**src/design/smas_pkg.sv**
```systemverilog
// Shared types, sizes and codes for the small matrix add/subtract/multiply block.
// Used by smas_front, smas_cmd_fifo, smas_back and small_matrix_add_sub_mul.
// No dependencies.
`default_nettype none

package smas_pkg;

  // Matrix dimensions and element width.
  localparam int unsigned SIZE          = 3;
  localparam int unsigned ELEMENT_WIDTH = 16;
  localparam int unsigned CELLS         = SIZE * SIZE;

  // Port widths fixed by the interface.
  localparam int unsigned IN_W    = 16;
  localparam int unsigned VALUE_W = 33;
  localparam int unsigned ROW_W   = 3;

  // Derived index widths.
  localparam int unsigned IDX_W  = (SIZE > 1) ? $clog2(SIZE) : 1;
  localparam int unsigned CELL_W = (CELLS > 1) ? $clog2(CELLS) : 1;
  localparam int unsigned PROD_W = 2 * ELEMENT_WIDTH;

  // Command queue between the front and the back.
  localparam int unsigned QDEPTH = 2;
  localparam int unsigned QPTR_W = (QDEPTH > 1) ? $clog2(QDEPTH) : 1;
  localparam int unsigned QCNT_W = $clog2(QDEPTH + 1);

  typedef enum logic [1:0] {
    MODE_ADD     = 2'd0,
    MODE_SUB     = 2'd1,
    MODE_MUL     = 2'd2,
    MODE_MUL_ALT = 2'd3
  } mode_e;

  typedef enum logic {
    BACK_IDLE = 1'b0,
    BACK_RUN  = 1'b1
  } back_state_e;

  typedef logic signed [ELEMENT_WIDTH-1:0] elem_t;
  typedef logic signed [PROD_W-1:0]        prod_t;
  typedef logic signed [VALUE_W-1:0]       value_t;
  typedef logic [IDX_W-1:0]                idx_t;
  typedef logic [CELL_W-1:0]               cell_t;

  // Store write from the front into the element banks of the back.
  typedef struct packed {
    logic  en;
    logic  bank;
    cell_t addr;
    elem_t a;
    elem_t b;
  } store_wr_t;

  // One queued frame: operation and the bank that holds its operands.
  typedef struct packed {
    mode_e mode;
    logic  bank;
  } cmd_t;

  // Back tells the front that a bank has been fully read.
  typedef struct packed {
    logic valid;
    logic bank;
  } done_t;

endpackage

`default_nettype wire

```
**src/design/small_matrix_add_sub_mul.sv**
```systemverilog
// Top level of the small matrix add/subtract/multiply block.
// Connects smas_front, smas_cmd_fifo and smas_back; depends on smas_pkg.
//
// Usage: send one word per matrix position in row-major order; each word
// carries the A and B elements of that position. The mode of the ninth word
// of a frame picks the operation: add, subtract, or matrix product.
// The block then returns nine result words in row-major order with row,
// column and a last flag on the final one.
// Input is taken one word per cycle. Two operand banks let the next frame load
// while the previous one is computed; input stalls only when both banks wait.
// The back end steps one result cell at a time through one shared
// multiply-accumulate unit: an add or subtract cell is a single step, a
// product cell accumulates SIZE terms, and a frame begins from the idle state.
// When the receiver stalls, the output register holds its word and the
// sequencer waits before the next result word; the front keeps loading until
// both banks are full.
// Reset clears the load counter, the queue and the sequencer; bank contents
// are not cleared.
`default_nettype none

module small_matrix_add_sub_mul (
  input  wire logic        clk_i,
  input  wire logic        rst_ni,
  input  wire logic        in_valid_i,
  output      logic        in_stall_o,
  input  wire logic [1:0]  mode_i,
  input  wire logic [15:0] a_element_i,
  input  wire logic [15:0] b_element_i,
  output      logic        out_valid_o,
  input  wire logic        out_stall_i,
  output      logic [32:0] value_o,
  output      logic [2:0]  row_o,
  output      logic [2:0]  col_o,
  output      logic        last_o
);

  smas_pkg::store_wr_t wr;
  smas_pkg::cmd_t      push_cmd, head_cmd;
  smas_pkg::done_t     done;
  logic                q_push, q_pop, q_full, q_empty;

  // Word intake and bank assignment.
  smas_front u_front (
    .clk_i       (clk_i),
    .rst_ni      (rst_ni),
    .in_valid_i  (in_valid_i),
    .in_stall_o  (in_stall_o),
    .mode_i      (mode_i),
    .a_element_i (a_element_i),
    .b_element_i (b_element_i),
    .q_full_i    (q_full),
    .q_push_o    (q_push),
    .q_cmd_o     (push_cmd),
    .wr_o        (wr),
    .done_i      (done)
  );

  // Frame commands waiting for the back end.
  smas_cmd_fifo u_cmd_fifo (
    .clk_i   (clk_i),
    .rst_ni  (rst_ni),
    .push_i  (q_push),
    .cmd_i   (push_cmd),
    .full_o  (q_full),
    .pop_i   (q_pop),
    .empty_o (q_empty),
    .cmd_o   (head_cmd)
  );

  // Operand banks, arithmetic and result output.
  smas_back u_back (
    .clk_i       (clk_i),
    .rst_ni      (rst_ni),
    .wr_i        (wr),
    .q_empty_i   (q_empty),
    .q_cmd_i     (head_cmd),
    .q_pop_o     (q_pop),
    .done_o      (done),
    .out_valid_o (out_valid_o),
    .out_stall_i (out_stall_i),
    .value_o     (value_o),
    .row_o       (row_o),
    .col_o       (col_o),
    .last_o      (last_o)
  );

endmodule

`default_nettype wire

```
**src/design/smas_front.sv**
```systemverilog
// Front end: accepts element words, assigns them to a store bank and slot,
// and queues one command per complete frame. Depends on smas_pkg.
`default_nettype none

module smas_front (
  input  wire logic                 clk_i,
  input  wire logic                 rst_ni,
  input  wire logic                 in_valid_i,
  output      logic                 in_stall_o,
  input  wire logic [1:0]           mode_i,
  input  wire logic [15:0]          a_element_i,
  input  wire logic [15:0]          b_element_i,
  input  wire logic                 q_full_i,
  output      logic                 q_push_o,
  output      smas_pkg::cmd_t       q_cmd_o,
  output      smas_pkg::store_wr_t  wr_o,
  input  wire smas_pkg::done_t      done_i
);

  smas_pkg::cell_t load_q, load_d;
  logic            wbank_q, wbank_d;
  logic [1:0]      busy_q, busy_d;
  logic            accept;
  logic            last_item;

  // A bank the back has not yet fully read, or a full queue, holds off input.
  assign in_stall_o = busy_q[wbank_q] | q_full_i;
  assign accept     = in_valid_i & ~in_stall_o;
  assign last_item  = (load_q == smas_pkg::cell_t'(smas_pkg::CELLS - 1));

  // Element writes into the current bank.
  always_comb begin
    wr_o.en   = accept;
    wr_o.bank = wbank_q;
    wr_o.addr = load_q;
    wr_o.a    = smas_pkg::elem_t'($unsigned(a_element_i));
    wr_o.b    = smas_pkg::elem_t'($unsigned(b_element_i));
  end

  // The final word of a frame queues the command and flips banks.
  assign q_push_o      = accept & last_item;
  assign q_cmd_o.mode  = smas_pkg::mode_e'(mode_i);
  assign q_cmd_o.bank  = wbank_q;

  always_comb begin
    load_d  = load_q;
    wbank_d = wbank_q;
    busy_d  = busy_q;
    if (done_i.valid) begin
      busy_d[done_i.bank] = 1'b0;
    end
    if (accept) begin
      if (last_item) begin
        load_d          = '0;
        wbank_d         = ~wbank_q;
        busy_d[wbank_q] = 1'b1;
      end else begin
        load_d = load_q + smas_pkg::cell_t'(1);
      end
    end
  end

  always_ff @(posedge clk_i or negedge rst_ni) begin
    if (!rst_ni) begin
      load_q  <= '0;
      wbank_q <= 1'b0;
      busy_q  <= '0;
    end else begin
      load_q  <= load_d;
      wbank_q <= wbank_d;
      busy_q  <= busy_d;
    end
  end

endmodule

`default_nettype wire

```
**src/design/smas_cmd_fifo.sv**
```systemverilog
// Short command queue between the front end and the arithmetic back end.
// Depends on smas_pkg for the command type and the queue depth.
`default_nettype none

module smas_cmd_fifo (
  input  wire logic            clk_i,
  input  wire logic            rst_ni,
  input  wire logic            push_i,
  input  wire smas_pkg::cmd_t  cmd_i,
  output      logic            full_o,
  input  wire logic            pop_i,
  output      logic            empty_o,
  output      smas_pkg::cmd_t  cmd_o
);

  smas_pkg::cmd_t                  mem_q [smas_pkg::QDEPTH];
  logic [smas_pkg::QPTR_W-1:0]     wr_ptr_q, rd_ptr_q;
  logic [smas_pkg::QCNT_W-1:0]     count_q;
  logic                            do_push, do_pop;

  assign full_o  = (count_q == smas_pkg::QCNT_W'(smas_pkg::QDEPTH));
  assign empty_o = (count_q == '0);
  assign do_push = push_i & ~full_o;
  assign do_pop  = pop_i & ~empty_o;
  assign cmd_o   = mem_q[rd_ptr_q];

  // Entry storage.
  always_ff @(posedge clk_i) begin
    if (do_push) begin
      mem_q[wr_ptr_q] <= cmd_i;
    end
  end

  // Pointers wrap at the queue depth.
  always_ff @(posedge clk_i or negedge rst_ni) begin
    if (!rst_ni) begin
      wr_ptr_q <= '0;
      rd_ptr_q <= '0;
      count_q  <= '0;
    end else begin
      if (do_push) begin
        wr_ptr_q <= (wr_ptr_q == smas_pkg::QPTR_W'(smas_pkg::QDEPTH - 1)) ?
                    '0 : wr_ptr_q + smas_pkg::QPTR_W'(1);
      end
      if (do_pop) begin
        rd_ptr_q <= (rd_ptr_q == smas_pkg::QPTR_W'(smas_pkg::QDEPTH - 1)) ?
                    '0 : rd_ptr_q + smas_pkg::QPTR_W'(1);
      end
      if (do_push && !do_pop) begin
        count_q <= count_q + smas_pkg::QCNT_W'(1);
      end else if (!do_push && do_pop) begin
        count_q <= count_q - smas_pkg::QCNT_W'(1);
      end
    end
  end

endmodule

`default_nettype wire

```
**src/design/smas_back.sv**
```systemverilog
// Back end: two element banks, a sequencer over result cells and a shared
// multiply-accumulate unit feeding an output register. Depends on smas_pkg.
`default_nettype none

module smas_back (
  input  wire logic                 clk_i,
  input  wire logic                 rst_ni,
  input  wire smas_pkg::store_wr_t  wr_i,
  input  wire logic                 q_empty_i,
  input  wire smas_pkg::cmd_t       q_cmd_i,
  output      logic                 q_pop_o,
  output      smas_pkg::done_t      done_o,
  output      logic                 out_valid_o,
  input  wire logic                 out_stall_i,
  output      logic [32:0]          value_o,
  output      logic [2:0]           row_o,
  output      logic [2:0]           col_o,
  output      logic                 last_o
);

  smas_pkg::elem_t        a_mem_q [2][smas_pkg::CELLS];
  smas_pkg::elem_t        b_mem_q [2][smas_pkg::CELLS];

  smas_pkg::back_state_e  state_q, state_d;
  smas_pkg::cmd_t         cmd_q;
  smas_pkg::idx_t         r_q, c_q, k_q;
  smas_pkg::value_t       acc_q;

  logic                   out_valid_q;
  smas_pkg::value_t       value_q;
  smas_pkg::idx_t         row_q, col_q;
  logic                   last_q;

  logic                   is_mul, sub_op;
  smas_pkg::cell_t        a_addr, b_addr;
  smas_pkg::elem_t        a_rd, b_rd;
  smas_pkg::prod_t        prod;
  smas_pkg::value_t       mac, result;
  logic                   last_k, last_c, last_r, last_cell;
  logic                   emit, out_free, step, start;

  // Element banks: one write port from the front, one read each for A and B.
  always_ff @(posedge clk_i) begin
    if (wr_i.en) begin
      a_mem_q[wr_i.bank][wr_i.addr] <= wr_i.a;
      b_mem_q[wr_i.bank][wr_i.addr] <= wr_i.b;
    end
  end

  // Operation decode.
  always_comb begin
    unique case (cmd_q.mode)
      smas_pkg::MODE_ADD: begin
        is_mul = 1'b0;
        sub_op = 1'b0;
      end
      smas_pkg::MODE_SUB: begin
        is_mul = 1'b0;
        sub_op = 1'b1;
      end
      smas_pkg::MODE_MUL, smas_pkg::MODE_MUL_ALT: begin
        is_mul = 1'b1;
        sub_op = 1'b0;
      end
      default: begin
        is_mul = 1'b1;
        sub_op = 1'b0;
      end
    endcase
  end

  // Operand addresses: same cell for elementwise, row of A by column of B for product.
  assign a_addr = is_mul ? smas_pkg::cell_t'(r_q * smas_pkg::SIZE + k_q)
                         : smas_pkg::cell_t'(r_q * smas_pkg::SIZE + c_q);
  assign b_addr = is_mul ? smas_pkg::cell_t'(k_q * smas_pkg::SIZE + c_q)
                         : smas_pkg::cell_t'(r_q * smas_pkg::SIZE + c_q);
  assign a_rd   = a_mem_q[cmd_q.bank][a_addr];
  assign b_rd   = b_mem_q[cmd_q.bank][b_addr];

  // Shared arithmetic: one multiply-accumulate step, or one add or subtract.
  assign prod = smas_pkg::prod_t'(a_rd) * smas_pkg::prod_t'(b_rd);
  assign mac  = ((k_q == '0) ? smas_pkg::value_t'(0) : acc_q) + smas_pkg::value_t'(prod);

  always_comb begin
    if (is_mul) begin
      result = mac;
    end else if (sub_op) begin
      result = smas_pkg::value_t'(a_rd) - smas_pkg::value_t'(b_rd);
    end else begin
      result = smas_pkg::value_t'(a_rd) + smas_pkg::value_t'(b_rd);
    end
  end

  // Sequencing conditions.
  assign last_k    = (k_q == smas_pkg::idx_t'(smas_pkg::SIZE - 1));
  assign last_c    = (c_q == smas_pkg::idx_t'(smas_pkg::SIZE - 1));
  assign last_r    = (r_q == smas_pkg::idx_t'(smas_pkg::SIZE - 1));
  assign last_cell = last_r & last_c;
  assign emit      = ~is_mul | last_k;
  assign out_free  = ~out_valid_q | ~out_stall_i;
  assign step      = (state_q == smas_pkg::BACK_RUN) & (~emit | out_free);
  assign start     = (state_q == smas_pkg::BACK_IDLE) & ~q_empty_i;

  assign q_pop_o      = start;
  assign done_o.valid = step & emit & last_cell;
  assign done_o.bank  = cmd_q.bank;

  // Next state.
  always_comb begin
    state_d = state_q;
    unique case (state_q)
      smas_pkg::BACK_IDLE: begin
        if (start) begin
          state_d = smas_pkg::BACK_RUN;
        end
      end
      smas_pkg::BACK_RUN: begin
        if (step && emit && last_cell) begin
          state_d = smas_pkg::BACK_IDLE;
        end
      end
      default: state_d = smas_pkg::BACK_IDLE;
    endcase
  end

  always_ff @(posedge clk_i or negedge rst_ni) begin
    if (!rst_ni) begin
      state_q <= smas_pkg::BACK_IDLE;
    end else begin
      state_q <= state_d;
    end
  end

  // Cell and term counters.
  always_ff @(posedge clk_i or negedge rst_ni) begin
    if (!rst_ni) begin
      r_q <= '0;
      c_q <= '0;
      k_q <= '0;
    end else if (start) begin
      r_q <= '0;
      c_q <= '0;
      k_q <= '0;
    end else if (step) begin
      if (is_mul && !last_k) begin
        k_q <= k_q + smas_pkg::idx_t'(1);
      end else begin
        k_q <= '0;
        if (last_c) begin
          c_q <= '0;
          r_q <= last_r ? '0 : r_q + smas_pkg::idx_t'(1);
        end else begin
          c_q <= c_q + smas_pkg::idx_t'(1);
        end
      end
    end
  end

  // Command and accumulator payload.
  always_ff @(posedge clk_i) begin
    if (start) begin
      cmd_q <= q_cmd_i;
    end
    if (step) begin
      acc_q <= mac;
    end
  end

  // Output register; holds its word while the receiver stalls.
  always_ff @(posedge clk_i or negedge rst_ni) begin
    if (!rst_ni) begin
      out_valid_q <= 1'b0;
    end else if (step && emit) begin
      out_valid_q <= 1'b1;
    end else if (!out_stall_i) begin
      out_valid_q <= 1'b0;
    end
  end

  always_ff @(posedge clk_i) begin
    if (step && emit) begin
      value_q <= result;
      row_q   <= r_q;
      col_q   <= c_q;
      last_q  <= last_cell;
    end
  end

  assign out_valid_o = out_valid_q;
  assign value_o     = value_q;
  assign row_o       = smas_pkg::ROW_W'(row_q);
  assign col_o       = smas_pkg::ROW_W'(col_q);
  assign last_o      = last_q;

endmodule

`default_nettype wire

```
**config.mk**
```make
export PLATFORM = sky130hd
export DESIGN_NAME = small_matrix_add_sub_mul
export DESIGN_NICKNAME = d
export VERILOG_FILES = /design/src/design/smas_pkg.sv /design/src/design/small_matrix_add_sub_mul.sv /design/src/design/smas_front.sv /design/src/design/smas_cmd_fifo.sv /design/src/design/smas_back.sv
export SDC_FILE = /design/constraint.sdc
export NUM_CORES = 2
export LEC_CHECK = 0
export BUFFER_PORTS_ARGS = -buffer_cell sky130_fd_sc_hd__buf_2
export CORE_MARGIN = 10
export CORE_UTILIZATION = 65
export CTS_BUF_LIST = sky130_fd_sc_hd__clkbuf_4
export DETAILED_ROUTE_END_ITERATION = 10
export PLACE_DENSITY = 0.84
export SLEW_MARGIN = 40
export SYNTH_ARGS = -nofsm -noshare
export SYNTH_HDL_FRONTEND = slang
export SYNTH_HIERARCHICAL = 1
export SYNTH_SLANG_ARGS = --single-unit
export TNS_END_PERCENT = 50
```
**constraint.sdc**
```tcl
create_clock -name clk_i -period 24.2 [get_ports clk_i]
set_input_delay 4.84 -clock clk_i [delete_from_list [all_inputs] [get_ports clk_i]]
set_output_delay 4.84 -clock clk_i [all_outputs]
set_load 0.1 [all_outputs]
```
==> reports/results.ini <==
[cts]
postCtsHoldBufs=0
post_cts_buffers=0
clk_latency_ns=1.03
numCtsBuffers=162
cts-root-buf=clkbuf_4
clockBufferDepth=3
h-tree-depth=4
path_clk_slew_ns=0.06
cts_tree=done
clock-sinks=676
cts_resized=0

[synthesis]
ys_top_cells_by_area=edfxtp_1, fa_1, mux4_2
synth-edff-count=656
synth_commonest_cells=edfxtp_1, inv_1, fa_1, nand2_1, nor2_1
synthXorXnorAreaFrac_pct=1.70
ys_seq_elements=676
ys_warn_count=6
seq_area_frac_synth_pct=51.7
async_flop_share_pct=2.81
synth_top_family_by_area=adder cells
synthAdderAreaFrac_pct=19.8
muxShareOfSynthArea_pct=8.39
ys_types=79
synth.top_cell.area_share_pct=50.5
synth_compound_area_share_pct=4.07
synth.most_common_cell=edfxtp_1
synthesis.area_sq_um=39000
synth_cells=2868
synth-main-ff-cell=edfxtp_1
synth_area_leader_cell=edfxtp_1
postSynthAreaPerCell_sq_um=13.6
synth_simple_gate_area_share_pct=8.42

[worst_setup_path]
crit_arrival_ns=11.38
end_kind=flop
cp_slowest_stage_delay_ns=0.66
crit_required_ns=24.93
critPathMostFrequentCell=inv_1
r2r_slack_ns=13.55
startpoint_type=flop
criticalPathCategory=flop to flop
path_delay_family=adder cells
cp_max_fo=29
worst-path-buf-inv=9
critPathSlowestCell=fa_2

[route]
ant_nets=0
dr_total_vias=24344
routed_via_density=6.23
drc=0
post_drt_wl_per_cell_um=24.6
wl_met3_um=10000
routed.top_layer=met5
dr.pass1.iters=7
wl_met2_um=47300
wl_um=96300
drt-initial-drc-count=2683
wl_met1_um=35300

[die]
coreArea_sq_um=59200
start_util_pct=65.9
die_x_um=265
die_h_um=265
rows=89
dieArea_sq_um=70300
num_io_pins=80

[placement]
dp_hpwl_um=61700
gp_congestion=0.945
port_buffers=77

[cells_and_area]
areaGrowthSynthToFinish_pct=8.40
regArea_sq_um=20200
final_util_pct=71.4
nNetsFinal=3500
multiInputGateArea_sq_um=16800
fill_cells=3776
drive_above_1_share_pct=19.9

[sta]
rsz0062_at_grt=no
maxSlewHeadroom_pct=44.4
finalSetupViolCount=0
finClkSkew_ns=0.0493
fin_crit_ns=10.65
hold_viol=0
worstMarginPinSlew_ns=0.833
fmax_ghz=0.0939
period_share_pct=44.0
report.final.slew_viol_count=0
tns_ns=0
finalHoldWorstSlack_ns=0.510

[grt]
grtUsageTotal_pct=27.9
antenna_found_initial=7
grt_max_degree=66
grt_pass1_wl_um=149000
overflow=0
grt_pass1_vias=25908

[job]
drv_cap=0

[worst_hold_path]
hp-class=flop to flop

[outcome]
status=finished, final reports clean

registers in the layout, summed over array words and instances, names as in the netlist, named ones only:
| name | count |
|---|---|
| u_back/a_mem_q | 288 |
| u_back/acc_q | 33 |
| u_back/b_mem_q | 288 |
| u_back/c_q | 2 |
| u_back/cmd_q | 2 |
| u_back/col_q | 2 |
| u_back/done_o | 1 |
| u_back/k_q | 2 |
| u_back/last_o | 1 |
| u_back/out_valid_o | 1 |
| u_back/r_q | 2 |
| u_back/row_q | 2 |
| u_back/state_q | 1 |
| u_back/value_o | 33 |
| u_cmd_fifo/count_q | 2 |
| u_cmd_fifo/mem_q | 6 |
| u_cmd_fifo/rd_ptr_q | 1 |
| u_cmd_fifo/wr_ptr_q | 1 |
| u_front/busy_q | 2 |
| u_front/load_q | 4 |
| u_front/wbank_q | 1 |
cells by family after synthesis:
kind of cell,Yosys count
AOI/OAI and AO/OA,233
muxes,184
DFF,676
other,1
adders and majority gates,437
xor gates and xnor gates,76
buffers and inverters,549
and+or+nand+nor,712
stage by stage:
| step | instance area [sq um] | instances | worst slack [ns] |
|---|---|---|---|
| 4_1_cts | 42300 | 3899 | 13.56 |
| 3_3_place_gp | 40300 | 3632 | 13.86 |
| 3_5_place_dp | 40300 | 3633 | 13.62 |
| 2_1_floorplan | 39000 | 2869 | 14.70 |
| 6_report | 42300 | 3906 | 13.55 |
| 5_1_grt | 42300 | 3905 | 13.00 |
cells in the final DEF (no fill, tap or decap), types with 5 or more instances in the layout:
cell type  count
o21ai_0       43
and3_1        18
a21o_1        15
buf_4         66
a311o_1        7
xor2_1        19
mux2_2        18
clkbuf_4     224
nand3b_1      16
clkinv_1      25
mux2i_1       47
xnor2_1       55
nor2_4        14
nand2b_1       8
nand3_1       53
ha_1         133
nor2_1       201
nand4_1        8
a21oi_1       48
diode_2        6
nor3_2         5
o211ai_1       9
dfrtp_1       19
or2_2         57
a211oi_1      15
and2_1         6
buf_2         78
nand2_1      223
mux4_2       112
nor3_1        37
fa_1         303
a31oi_1       28
a32oi_1        5
edfxtp_1     656
nor2b_1       46
inv_1        392
o21a_1         7
or3_1          6
final timing paths:
check,from,to,cells after the start
min,u_cmd_fifo/wr_ptr_q,u_cmd_fifo/wr_ptr_q,1
max reg2reg,u_back/r_q[0],u_back/value_o[32],34
max in group asynchronous,rst_ni,u_back/k_q[0],1
min reg2reg,u_cmd_fifo/wr_ptr_q,u_cmd_fifo/wr_ptr_q,1
min in group asynchronous,rst_ni,u_cmd_fifo/rd_ptr_q,1
max,u_back/r_q[0],u_back/value_o[32],34
worst reg2reg max path: cells and delay by family, from the launching register on:
family,cells,cell delay (ns)
adders and majority gates,9,4.38
buffers and inverters,9,1.63
AOI/OAI and AO/OA,10,1.58
muxes,2,1.11
and+or+nand+nor,3,1.08
DFF,1,0.44
xor gates and xnor gates,1,0.18
routing by layer:
| metal | track usage, % | vias up |
|---|---|---|
| met5 | 0 | - |
| met3 | 6.55 | 250 |
| met2 | 45.9 | 1527 |
| li1 | - | 10304 |
| met1 | 35.4 | 12259 |
| met4 | 11.6 | 4 |
area by class of cell:
type | count | area share, %
Antenna cell | 6 | 0.0355
Clock inverter | 42 | 0.665
Multi-Input combinational cell | 1644 | 39.7
Sequential cell | 676 | 47.7
Inverter | 395 | 3.51
Timing Repair Buffer | 146 | 2.15
Tap cell | 773 | 2.29
Clock buffer | 224 | 3.97
Power is left out: the tool's default activity adds up to more than one toggle a clock period on the data nets, which glitch-free logic cannot reach.
